===== src/rtl/ring_leader_election_node_defines.svh =====
// Assertion macros for the ring leader election node.
`ifndef RING_LEADER_ELECTION_NODE_DEFINES_SVH
`define RING_LEADER_ELECTION_NODE_DEFINES_SVH

// Expression must hold at every clock edge out of reset.
`define RLEN_ASSERT_ALWAYS(lbl, expr, msg) \
	lbl: assert property (@(posedge clk) disable iff (!arst_n) (expr)) else $error(msg);

// Consequent must hold in the cycle after the antecedent.
`define RLEN_ASSERT_NEXT(lbl, ante, cons, msg) \
	lbl: assert property (@(posedge clk) disable iff (!arst_n) (ante) |=> (cons)) else $error(msg);

`endif


===== src/rtl/rlen_pkg.sv =====
// Types and constants shared by the ring leader election node.
package rlen_pkg;

	localparam int ID_BITS    = 6;
	localparam int DIST_BITS  = 8;
	localparam int PHASE_BITS = 3;
	localparam int CMD_BITS   = 2;
	localparam int KIND_BITS  = 2;

	localparam logic [PHASE_BITS-1:0] MAX_PHASE = PHASE_BITS'(7);

	localparam logic [CMD_BITS-1:0] CMD_START = 2'd0;
	localparam logic [CMD_BITS-1:0] CMD_OUT   = 2'd1;
	localparam logic [CMD_BITS-1:0] CMD_IN    = 2'd2;

	localparam logic [KIND_BITS-1:0] KIND_OUT     = 2'd0;
	localparam logic [KIND_BITS-1:0] KIND_IN      = 2'd1;
	localparam logic [KIND_BITS-1:0] KIND_ELECTED = 2'd2;

	localparam logic REG_OWN_ID       = 1'b0;
	localparam logic REG_IS_INITIATOR = 1'b1;

	typedef struct packed {
		logic [CMD_BITS-1:0]  cmd;
		logic [ID_BITS-1:0]   probe_id;
		logic [DIST_BITS-1:0] probe_distance;
		logic                 from_right;
	} item_t;

	typedef struct packed {
		logic [KIND_BITS-1:0] out_kind;
		logic                 to_right;
		logic [ID_BITS-1:0]   msg_id;
		logic [DIST_BITS-1:0] msg_distance;
		logic                 last;
	} result_t;

	// One or two results caused by the same item
	typedef struct packed {
		logic    two;
		result_t r1;
		result_t r0;
	} group_t;

endpackage


===== src/rtl/ring_leader_election_node.sv =====
// Ring leader election node: input stage, election logic and result queue.
//
//  channel | dir | handshake          | transaction
//  item    | in  | item_valid/stall   | item_t: cmd, probe id, distance, side
//  result  | out | result_valid/stall | result_t: kind, side, id, distance, last
//  cfg     | in  | cfg_valid/ready    | register index and write data
//
// One item per cycle unless stalled; an item sits in the input register, where
// the compare-and-count logic runs, and its results enter a two-entry queue.
// An item with two results gives them out one after the other, r0 first.
// Reset clears the control state and counters; cfg_ready is always high.
// The input stalls while the input register holds an item and the queue is full.
`include "ring_leader_election_node_defines.svh"

module ring_leader_election_node import rlen_pkg::*; (
	input  logic                clk,
	input  logic                arst_n,
	input  logic                item_valid,
	output logic                item_stall,
	input  item_t               item,
	output logic                result_valid,
	input  logic                result_stall,
	output result_t             result,
	input  logic                cfg_valid,
	output logic                cfg_ready,
	input  logic                cfg_index,
	input  logic [ID_BITS-1:0]  cfg_data
);

	logic [ID_BITS-1:0]    own_id_q;
	logic                  is_init_q;
	logic [PHASE_BITS-1:0] phase_q, phase_d;
	logic [1:0]            in_ret_q, in_ret_d, in_inc;
	logic [1:0]            out_ret_q, out_ret_d, out_inc;
	logic                  defeated_q, defeated_d;
	logic                  elected_q, elected_d;

	logic                  valid_s1;
	item_t                 item_s1;
	logic                  s1_fire, accept, do_start;
	logic [1:0]            n_res;
	result_t               res0, res1;
	logic [DIST_BITS-1:0]  start_dist;

	group_t                grp_mem [2];
	logic                  wr_ptr_q, rd_ptr_q, sub_q;
	logic [1:0]            grp_cnt_q;
	logic                  full, push, pop, grp_pop;
	group_t                head;

	assign cfg_ready  = 1'b1;
	assign full       = (grp_cnt_q == 2'd2);
	assign s1_fire    = valid_s1 && !full;
	assign item_stall = valid_s1 && full;
	assign accept     = item_valid && !item_stall;
	assign push       = s1_fire && (n_res != 2'd0);

	always_ff @(posedge clk or negedge arst_n) begin
		if (!arst_n) begin
			own_id_q  <= '0;
			is_init_q <= 1'b0;
		end else if (cfg_valid && cfg_ready) begin
			unique case (cfg_index)
				REG_OWN_ID:       own_id_q  <= cfg_data;
				REG_IS_INITIATOR: is_init_q <= cfg_data[0];
				default: ;
			endcase
		end
	end

	always_ff @(posedge clk or negedge arst_n) begin
		if (!arst_n) begin
			valid_s1 <= 1'b0;
		end else if (accept) begin
			valid_s1 <= 1'b1;
		end else if (s1_fire) begin
			valid_s1 <= 1'b0;
		end
	end

	always_ff @(posedge clk) begin
		if (accept) begin
			item_s1 <= item;
		end
	end

	assign start_dist = DIST_BITS'(1) << phase_q;
	assign in_inc     = (in_ret_q == 2'd3) ? in_ret_q : in_ret_q + 2'd1;
	assign out_inc    = (out_ret_q == 2'd3) ? out_ret_q : out_ret_q + 2'd1;

	always_comb begin
		phase_d    = phase_q;
		in_ret_d   = in_ret_q;
		out_ret_d  = out_ret_q;
		defeated_d = defeated_q;
		elected_d  = elected_q;
		n_res      = 2'd0;
		res0       = '0;
		res1       = '0;
		do_start   = 1'b0;
		case (item_s1.cmd)
			CMD_START: begin
				do_start = is_init_q;
			end
			CMD_OUT: begin
				if (!is_init_q || item_s1.probe_id > own_id_q) begin
					defeated_d = 1'b1;
					n_res      = 2'd1;
					if (item_s1.probe_distance > DIST_BITS'(1)) begin
						res0 = '{KIND_OUT, !item_s1.from_right, item_s1.probe_id,
							item_s1.probe_distance - DIST_BITS'(1), 1'b1};
					end else begin
						res0 = '{KIND_IN, item_s1.from_right, item_s1.probe_id,
							item_s1.probe_distance, 1'b1};
					end
				end else if (item_s1.probe_id == own_id_q) begin
					out_ret_d = out_inc;
					if (out_inc == 2'd2) begin
						elected_d = 1'b1;
						n_res     = 2'd1;
						res0      = '{KIND_ELECTED, 1'b1, own_id_q, '0, 1'b1};
					end
				end
			end
			CMD_IN: begin
				if (item_s1.probe_id != own_id_q) begin
					n_res = 2'd1;
					res0  = '{KIND_IN, !item_s1.from_right, item_s1.probe_id,
						item_s1.probe_distance, 1'b1};
				end else begin
					in_ret_d = in_inc;
					do_start = (in_inc == 2'd2);
				end
			end
			default: ;
		endcase
		if (do_start) begin
			in_ret_d  = '0;
			out_ret_d = '0;
			n_res     = 2'd2;
			res0      = '{KIND_OUT, 1'b1, own_id_q, start_dist, 1'b0};
			res1      = '{KIND_OUT, 1'b0, own_id_q, start_dist, 1'b1};
			if (phase_q != MAX_PHASE) begin
				phase_d = phase_q + PHASE_BITS'(1);
			end
		end
	end

	always_ff @(posedge clk or negedge arst_n) begin
		if (!arst_n) begin
			phase_q    <= '0;
			in_ret_q   <= '0;
			out_ret_q  <= '0;
			defeated_q <= 1'b0;
			elected_q  <= 1'b0;
		end else if (s1_fire) begin
			phase_q    <= phase_d;
			in_ret_q   <= in_ret_d;
			out_ret_q  <= out_ret_d;
			defeated_q <= defeated_d;
			elected_q  <= elected_d;
		end
	end

	// result queue, two groups deep
	always_ff @(posedge clk) begin
		if (push) begin
			grp_mem[wr_ptr_q] <= '{(n_res == 2'd2), res1, res0};
		end
	end

	assign head         = grp_mem[rd_ptr_q];
	assign result_valid = (grp_cnt_q != 2'd0);
	assign result       = sub_q ? head.r1 : head.r0;
	assign pop          = result_valid && !result_stall;
	assign grp_pop      = pop && (sub_q || !head.two);

	always_ff @(posedge clk or negedge arst_n) begin
		if (!arst_n) begin
			wr_ptr_q  <= 1'b0;
			rd_ptr_q  <= 1'b0;
			sub_q     <= 1'b0;
			grp_cnt_q <= '0;
		end else begin
			if (push) begin
				wr_ptr_q <= !wr_ptr_q;
			end
			if (grp_pop) begin
				rd_ptr_q <= !rd_ptr_q;
				sub_q    <= 1'b0;
			end else if (pop) begin
				sub_q <= 1'b1;
			end
			case ({push, grp_pop})
				2'b10:   grp_cnt_q <= grp_cnt_q + 2'd1;
				2'b01:   grp_cnt_q <= grp_cnt_q - 2'd1;
				default: ;
			endcase
		end
	end

	`RLEN_ASSERT_ALWAYS(a_queue_bound, grp_cnt_q != 2'd3, "result queue overflow")
	`RLEN_ASSERT_NEXT(a_elected_sticky, elected_q, elected_q, "elected flag dropped")
	`RLEN_ASSERT_NEXT(a_defeated_sticky, defeated_q, defeated_q, "defeated flag dropped")
	`RLEN_ASSERT_ALWAYS(a_elect_count, !out_ret_q[1] || elected_q, "returns counted without election")

endmodule


===== config.mk =====
export PLATFORM = sky130hd
export DESIGN_NAME = ring_leader_election_node
export DESIGN_NICKNAME = d
export VERILOG_FILES = /design/src/rtl/rlen_pkg.sv /design/src/rtl/ring_leader_election_node.sv
export VERILOG_INCLUDE_DIRS = /design/src /design/src/rtl
export SDC_FILE = /design/constraint.sdc
export NUM_CORES = 1
export LEC_CHECK = 0
export BUFFER_PORTS_ARGS = -buffer_cell sky130_fd_sc_hd__buf_2
export CORE_MARGIN = 4
export CORE_UTILIZATION = 30
export DETAILED_ROUTE_END_ITERATION = 12
export GPL_TIMING_DRIVEN = 0
export PLACE_DENSITY_LB_ADDON = 0.1
export SLEW_MARGIN = 10
export SYNTH_ARGS = -nofsm -noshare
export SYNTH_HDL_FRONTEND = slang
export SYNTH_SLANG_ARGS = --single-unit

===== constraint.sdc =====
create_clock -name clk -period 4.77 [get_ports clk]
set_clock_uncertainty 0.2 [all_clocks]
set_input_delay 0.477 -clock clk [delete_from_list [all_inputs] [get_ports clk]]
set_output_delay 0.477 -clock clk [all_outputs]
set_load 0.02 [all_outputs]

## Word level (Yosys, flattened, before mapping)

Memories as Yosys holds them, arrays and structs flattened.
Index checks and enable logic that the tools add are counted.

| storage, ports and cells | value |
|---|---|
| flip-flop bits (word level) | 37 |
| memory bits (writable) | 68 |
| output and inout bits | 21 |
| memories kept | 1 |

Memories:

| memory | depth | width | read ports | clocked after Yosys merged registers in | wr ports | RTL line | RTL |
|---|---|---|---|---|---|---|---|
| grp_mem | 2 | 34 | 1 | 0 | 1 | ring_leader_election_node.sv:45 | `group_t grp_mem [2];` |

| operators by class | value |
|---|---|
| add/sub/neg operators | 6 |
| order comparisons | 2 |
| equal/unequal tests | 15 |
| shift operators | 1 |
| multiplexer cells | 33 |
| bitwise logic cells | 1 |
| reductions and logical operators | 30 |

Operators with widths:

| cell | number |
|---|---|
| two-way mux 18 bit | 5 |
| one-hot mux 18 bit (2 select lines) | 1 |
| two-way mux 17 bit | 2 |
| two-way mux 2 bit | 10 |
| == test 2 bit (second input constant) | 8 |
| nonzero test 2 bit | 8 |
| two-way mux 15 bit | 1 |
| two-way mux 1 bit | 11 |
| greater-than comparator 8 x 1 -> 1 bit (second input constant) | 1 |
| logical NOT 1 bit | 8 |
| << shifter 1 x 3 -> 8 bit (first input constant) | 1 |
| subtractor 8 x 1 -> 8 bit (second input constant) | 1 |
| adder 2 x 1 -> 2 bit (second input constant) | 3 |
| == test 6 bit | 1 |
| greater-than comparator 6 bit | 1 |
| logical AND 1 bit | 6 |
| != test 6 bit | 1 |
| AND reduction 3 bit | 2 |
| == test 2 x 1 -> 1 bit (second input constant) | 2 |
| != test 2 bit (second input constant) | 2 |
| one-hot mux 1 bit (2 select lines) | 2 |
| one-hot mux 2 bit (2 select lines) | 1 |
| AND reduction 2 bit | 2 |
| AND reduction 4 bit | 1 |
| 6 further kinds | 7 |

## Logic depth before layout (Yosys ltp)

Gate-level depths: netlist (run 1).

| depth | value |
|---|---|
| word-level depth | 12 |
| depth in mapped cells | 12 |
| depth with buffers taken out | 11 |

## Worst setup path after synthesis (run 1)

No wires, ideal clock.

| path | value |
|---|---|
| path kind | register to register |
| start | reg item_s1[14] (netlist name) |
| end | mem grp_mem[1][0] (netlist name) (enable) |
| library setup time | 0.429 ns |
| data arrival time | 3.133 ns |
| data required time | 4.141 ns |
| path slack | 1.008 ns |
| stages on the path, launching flop included | 9 |
| path buffers | 1 |
| clock period less this slack | 3.762 ns |
| cell sequence | edfxtp_1 -> ha_1 -> and4_4 -> nand3_2 -> o21a_1 -> buf_6 -> nor2_2 -> a31oi_4 -> nor2b_1 |

| on the way | value |
|---|---|
| word-level cells in the longest chain between the ends | 9 |
| elaborated cells on any way between the ends | 15 |

RTL lines:

| what | RTL line | RTL |
|---|---|---|
| start, declared | ring_leader_election_node.sv:39 | `item_t item_s1;` |
| start signal, assigned | ring_leader_election_node.sv:83 | `item_s1 <= item;` |
| greater-than comparator 6 bit / == test 6 bit (equally long branches) | ring_leader_election_node.sv:106, ring_leader_election_node.sv:116 |  |
| logical OR 1 bit / two-way mux 1 bit (equally long branches) | ring_leader_election_node.sv:106, ring_leader_election_node.sv:116 |  |
| two-way mux 1 bit | ring_leader_election_node.sv:106 | `if (!is_init_q \|\| item_s1.probe_id > own_id_q) begin` |
| one-hot mux 1 bit (2 select lines) | ring_leader_election_node.sv:101 | `case (item_s1.cmd)` |
| two-way mux 2 bit (*) | ring_leader_election_node.sv:137 | `if (do_start) begin` |
| nonzero test 2 bit (*) | ring_leader_election_node.sv:56 | `assign push = s1_fire && (n_res != 2'd0);` |
| logical AND 1 bit (*) | ring_leader_election_node.sv:56 |  |
| two-way mux 1 bit (*) | ring_leader_election_node.sv:167 | `if (push) begin` |
| two-way mux 1 bit (not written as such) (*) | ring_leader_election_node.sv:168 | `grp_mem[wr_ptr_q] <= '{(n_res == 2'd2), res1, res0};` |
| end, declared | ring_leader_election_node.sv:45 |  |

Every way passes the cells marked *; elsewhere a longest branch is shown, timed or not.

## Worst setup path after layout (run 1)

| path | value |
|---|---|
| start | reg item_s1[12] (netlist name) |
| end | mem grp_mem[0][5] (netlist name) (enable) |

The elaborated chain is that of the path after synthesis.

==> flow_metrics.env, run 1 <==
export IMPL_power_frac_comb_pct=32.1
export IMPL_overflow=0
export IMPL_layout_setup_ws_ps=1810
export IMPL_synth_top_family_by_area="simple AND/OR/NAND/NOR gates"
export IMPL_synth_area_um2=4710
export IMPL_swShare_pct=33.7
export IMPL_place_gp_congestion=0.767
export IMPL_use_met1_pct=16.6
export IMPL_drc=0
export IMPL_final_cell_mix="edfxtp_1, buf_2, inv_1, nor2_1, dfrtp_1"
export IMPL_dieWidth_um=133
export IMPL_clock_latency_ps=350
export IMPL_fillers=1548
export IMPL_syn_nets=365
export IMPL_grt_max_degree=24
export IMPL_netlist_instances=318
export IMPL_synth_area_leaders="edfxtp_1, dfrtp_1, mux4_2"
export IMPL_finalHoldViolations=0
export IMPL_slew_limit_headroom_pct=45.2
export IMPL_postRouteAntennaNets=0
export IMPL_synth_compound_area_share_pct=8.18
export IMPL_portBuffers=48
export IMPL_wirelength_um=9680
export IMPL_slew_viol_final=0
export IMPL_dpl_worst_slack_ps=1790
export IMPL_clkTransAtPathRegs_ps=70
export IMPL_cts_resized=0
export IMPL_synth_seq_area_share_pct=64.8
export IMPL_synth_edf_count=85
export IMPL_numCtsBuffers=9
export IMPL_vias=2689
export IMPL_min_period_ps=2960
export IMPL_ys_warn_count=0
export IMPL_multi_input_area_um2=1510
export IMPL_ys_ff_latch=105
export IMPL_grt_busiest_layer="met1"
export IMPL_crit_required_ps=4630
export IMPL_ys_flop_type="edfxtp_1"
export IMPL_critPathMaxFanout=21
export IMPL_initial_core_util_pct=30.8
export IMPL_max_freq_mhz=338
export IMPL_p_seq_share_pct=43.2
export IMPL_cts_root_buf="clkbuf_16"
export IMPL_detail_route_wl_per_cell_um=16.2
export IMPL_p_int_w=0.00190
export IMPL_yosys_area_share_simple_pct=8.93
export IMPL_ios=50
export IMPL_period_share_pct=62.0
export IMPL_fin_util_pct=36.3
export IMPL_viasPerCell=4.51
export IMPL_seq_area_um2=3050
export IMPL_p_sw_w=0.000966
export IMPL_layout_nets=427
export IMPL_grtUsageMet2_pct=16.5
export IMPL_area_growth_pct=18.1
export IMPL_leakage_nw=2.17
export IMPL_antenna_found_initial=0
export IMPL_synth_top_cell_area_share_pct=54.2
export IMPL_dpl_hpwl_um=7100
export IMPL_die_area_um2=17800
export IMPL_irDropWorstVdd_uv=181
export IMPL_final_common_cell="edfxtp_1"
export IMPL_critPathKind="register to register"
export IMPL_end_kind="register"
export IMPL_clockBufferDepth=2
export IMPL_diodes=0
export IMPL_drive_gt1_share_pct=27.0
export IMPL_grt_use_total_pct=11.5
export IMPL_dr_pass1_iters=4
export IMPL_grt_pass1_vias=2730
export IMPL_cp_start_kind="register"
export IMPL_core_area_um2=15300
export IMPL_grt_pass1_wl_um=15400
export IMPL_arrival_ps=2820
export IMPL_synthXorXnorAreaFrac_pct=1.30
export IMPL_setup_viol=0
export IMPL_p_per_area_nw_per_um2=516
export IMPL_pwr_share_clk_pct=24.6
export IMPL_yosysTopAreaCell="edfxtp_1"
export IMPL_drt_iter0_drc=152
export IMPL_cts_hold_buf=1
export IMPL_use_met3_pct=2.27
export IMPL_tightest_slew_ps=822
export IMPL_synth_cell_types=53
export IMPL_hp_class="input pin to register"
export IMPL_yosys_area_share_adder_pct=4.78
export IMPL_post_cts_setup_buffers=0
export IMPL_async_flop_share_pct=19.0
export IMPL_clkSinkCount=105
export IMPL_rsz0062_at_grt="false"
export IMPL_avgSynthCellArea_um2=14.8
export IMPL_num_rows=45
export IMPL_cts_tree="done"
export IMPL_synthMuxAreaShare_pct=8.50
export IMPL_die_h_um=133
export IMPL_cap_violations=0
export IMPL_htree_levels=3
export IMPL_status="finished clean"
power by group through the flow:
stage	Combinational [W]	Sequential, W	Clock, W
floorplan	0.000661	0.00124	0
global placement	0.000916	0.00126	0
detailed placement	0.000953	0.00126	0
CTS	0.000956	0.00124	0.000727
global route	0.00102	0.00126	0.000767
finish	0.000923	0.00124	0.000707
final timing paths:
kind	start	to	slack, ps	depth (start not counted)
setup / recovery	item_s1[12]$_DFFE_PP_	grp_mem[0][5]$_DFFE_PP_	1810	9
hold / removal	item[8]	item_s1[8]$_DFFE_PP_	90	1
setup reg to reg	item_s1[12]$_DFFE_PP_	grp_mem[0][5]$_DFFE_PP_	1810	9
hold reg to reg	in_ret_q[1]$_DFFE_PN0P_	in_ret_q[1]$_DFFE_PN0P_	300	1
max in group asynchronous	arst_n	own_id_q[1]$_DFFE_PN0P_	3570	2
min in group asynchronous	arst_n	is_init_q$_DFFE_PN0P_	440	2
routing by layer:
layer  vias up  share of wire (%)  wire length [µm]
met5         -                  0                 0
met4         0                2.5               246
met3        14                3.6               353
met2        43                 44              4230
met1      1318                 50              4850
li1       1314                  -                 -
cell families (layout without fill, tap and decap cells):
group,Yosys count,count (layout)
AOI/OAI and AO/OA,53,53
xor gates and xnor gates,7,7
adders and majority gates,18,18
buffers and inverters,35,102
DFF,105,105
muxes,21,21
other,1,1
and+or+nand+nor,78,78
through the flow:
stage               hold slack, ps  power (W)  setup TNS (ps)  cells  instance area, µm²
global route                  78.4    0.00305               0    596                5560
global placement               272    0.00218           -5620    577                5210
floorplan                    -18.6    0.00190               0    318                4710
detailed placement             285    0.00222               0    579                5280
CTS                           75.4    0.00293               0    596                5560
finish                        93.4    0.00287               0    596                5560
synthesized netlist by cell type, types with 2 or more instances:
| master | number |
|---|---|
| a211oi_1 | 2 |
| a21o_1 | 2 |
| a21oi_1 | 10 |
| a22o_1 | 6 |
| a31oi_1 | 4 |
| and2_1 | 6 |
| and3_1 | 6 |
| buf_2 | 2 |
| buf_6 | 3 |
| clkbuf_1 | 3 |
| dfrtp_1 | 20 |
| edfxtp_1 | 85 |
| ha_1 | 18 |
| inv_1 | 25 |
| mux2_2 | 2 |
| mux2i_1 | 4 |
| mux4_2 | 15 |
| nand2_1 | 16 |
| nand2b_1 | 3 |
| nand3_1 | 5 |
| nand3b_1 | 2 |
| nor2_1 | 21 |
| nor2b_1 | 4 |
| nor3_1 | 2 |
| nor3_2 | 2 |
| nor4_1 | 2 |
| o21a_1 | 4 |
| o21ai_0 | 9 |
| o21ai_1 | 5 |
| o21bai_1 | 2 |
| xnor2_1 | 4 |
| xor2_1 | 3 |
final cells by class:
cell class / count / area share [%]
Sequential cell: 105 / 54.9
Multi-Input combinational cell: 178 / 27.2
Timing Repair Buffer: 51 / 5.35
Tap cell: 211 / 4.74
Clock buffer: 9 / 4.05
Inverter: 26 / 1.75
Buffer: 9 / 1.12
Clock inverter: 7 / 0.944
state kept, by name, summed over array words and instances (netlist names):
name,cells
grp_cnt_q,2
own_id_q,6
rd_ptr_q,1
phase_q,3
out_ret_q,2
sub_q,1
wr_ptr_q,1
valid_s1,1
is_init_q,1
item_s1,17
in_ret_q,2
grp_mem,68
critical path, cell delays in order, from the launching register on:
cell and delay, ps:
edfxtp_1 430, ha_1 320, and4_4 240, nand3_2 120
o21a_1 220, buf_6 150, nor2_2 210, a31oi_4 100
nor2_4 430, buf_16 230
Note: power is estimated with default switching activity, not from simulation.
==> inputs of run 2 (changes only) <==
- clock period: 4.77 -> 2.91 ns (I/O delays scaled with it)
==> flow_metrics.env, run 2 (synthesis gave the netlist of run 1 again) <==
export IMPL_grt_max_degree=35
export IMPL_place_gp_congestion=0.813
export IMPL_numCtsBuffers=9
export IMPL_die_h_um=133
export IMPL_design_area_um2=5810
export IMPL_area_growth_pct=23.4
export IMPL_crit_required_ps=2680
export IMPL_initial_core_util_pct=30.8
export IMPL_clockBufferDepth=2
export IMPL_hold_path_depth=4
export IMPL_critPathKind="register to register"
export IMPL_final_common_cell="edfxtp_1"
export IMPL_worst_r2r_path_depth=8
export IMPL_reg2reg_setup_slack_ps=-170
export IMPL_dieWidth_um=133
export IMPL_leakage_nw=2.25
export IMPL_end_kind="register"
export IMPL_htree_levels=3
export IMPL_post_cts_setup_buffers=0
export IMPL_period_share_pct=106
export IMPL_antenna_found_initial=0
export IMPL_min_from="result_stall"
export IMPL_timing_rr_start="item_s1[11]$_DFFE_PP_"
export IMPL_finalHoldViolations=0
export IMPL_layout_nets=449
export IMPL_p_per_area_nw_per_um2=813
export IMPL_tightest_slew_ps=1020
export IMPL_max_freq_mhz=325
export IMPL_critPathMaxFanout=34
export IMPL_setup_viol=68
export IMPL_dpl_worst_slack_ps=-359
export IMPL_placed_area_um2=5230
export IMPL_clock_latency_ps=350
export IMPL_reg_largest_list="grp_mem x68, item_s1 x17, own_id_q x6"
export IMPL_timing_setup_tns_ps=-10020
export IMPL_num_rows=45
export IMPL_vias=2788
export IMPL_status="complete, but fails checks"
export IMPL_cts_root_buf="clkbuf_16"
export IMPL_drive_gt1_share_pct=26.5
export IMPL_drc=0
export IMPL_min_period_ps=3080
export IMPL_portBuffers=48
export IMPL_slew_viol_final=0
export IMPL_diodes=0
export IMPL_clkTransAtPathRegs_ps=70
export IMPL_ios=50
export IMPL_largest_register_ffs=68
export IMPL_violations="negative setup slack"
export IMPL_wirelength_um=9890
export IMPL_hp_class="input pin to register"
export IMPL_cp_start_kind="register"
export IMPL_grt_use_total_pct=11.5
export IMPL_cts_tree="done"
export IMPL_rsz0062_at_grt="true"
export IMPL_reg2reg_to="grp_mem[1][3]$_DFFE_PP_"
export IMPL_irDropWorstVdd_uv=296
export IMPL_regMostFlops="grp_mem"
export IMPL_postRouteAntennaNets=0
export IMPL_drt_iter0_drc=153
export IMPL_overflow=0
export IMPL_dr_pass1_iters=4
export IMPL_final_cell_mix="edfxtp_1, buf_2, dlygate4sd3_1, inv_1"
export IMPL_dpl_hpwl_um=6980
export IMPL_viasPerCell=4.51
export IMPL_slew_limit_headroom_pct=32.1
export IMPL_detail_route_wl_per_cell_um=16.0
export IMPL_arrival_ps=2850
export IMPL_cap_violations=0
export IMPL_hold_end="sub_q$_DFFE_PN0P_"
export IMPL_layout_setup_ws_ps=-169
export IMPL_grt_pass1_wl_um=15700
export IMPL_core_area_um2=15300
export IMPL_die_area_um2=17800
export IMPL_grt_pass1_vias=2860
export IMPL_clkSinkCount=105
## run 2: cell count changes in the layout (fill, tap and decap cells not counted), sizes merged
| cell | previous run | this run |
|---|---|---|
| dlygate4sd3 | 1 | 25 |
| clkinv | 5 | 2 |
| clkinvlp | 0 | 2 |
| buf | 56 | 54 |
| inv | 28 | 29 |
## run 2: through the flow
step	hold WS [ps]	total power (W)	util [%]	std cells
3_3_place_gp	96.1	0.00358	34.1	577
2_1_floorplan	-205	0.00313	-	318
5_1_grt	73.2	0.00501	37.9	618
4_1_cts	47.7	0.00481	37.9	618
3_5_place_dp	108	0.00360	34.1	577
6_report	52.6	0.00473	37.9	618
## run 2: where the power goes
group	switching (W)	internal, W	leakage, nW
clock network	0.000565	0.000588	0.132
logic	0.000909	0.000624	1.06
registers	0.000121	0.00192	1.05
## run 2: timing repair
| action | 4_1_cts | 5_1_grt |
|---|---|---|
| pin swaps | 3 | 0 |
| endpoints found under the hold margin | 45 | 0 |
| gates resized for setup | 8 | 1 |
| setup endpoints to repair | 68 | 68 |
| hold buffers | 25 | 0 |
## run 2: worst max path at each step
stage,startpoint,endpoint,depth (start not counted)
after CTS,item_s1[11]$_DFFE_PP_,grp_mem[1][20]$_DFFE_PP_,8
after global placement,item_s1[14]$_DFFE_PP_,grp_mem[1][5]$_DFFE_PP_,8
after detailed placement,item_s1[11]$_DFFE_PP_,grp_mem[1][22]$_DFFE_PP_,8
after floorplan,item_s1[14]$_DFFE_PP_,grp_mem[1][0]$_DFFE_PP_,8
final,item_s1[11]$_DFFE_PP_,grp_mem[1][3]$_DFFE_PP_,8
after global routing,item_s1[11]$_DFFE_PP_,grp_mem[1][0]$_DFFE_PP_,8
## run 2: critical path: stages, from the launching register on
cell	delay, ps
edfxtp_1	450
ha_4	300
and4_4	260
nand3_4	100
o21a_1	190
buf_6	150
nor2_4	130
a31oi_4	80
nor2b_4	830
## run 2: layer usage
metal	up-vias	share of wire [%]	global-route usage, %
li1	1360	-	-
met1	1365	51	16.8
met2	50	44	16.9
met3	13	3.4	2.15
met4	0	1.9	4.80
met5	-	0	0
## run 2: area by class of cell
cell class,count,area [µm²]
fillers,1497,9500
flip-flops and latches,105,3050
multi-input cells,178,1570
repair buffers,73,490
well taps,211,264
clock buffers,9,225
inverters,26,97.6
plain buffers,9,62.6
clock inverters,7,52.6
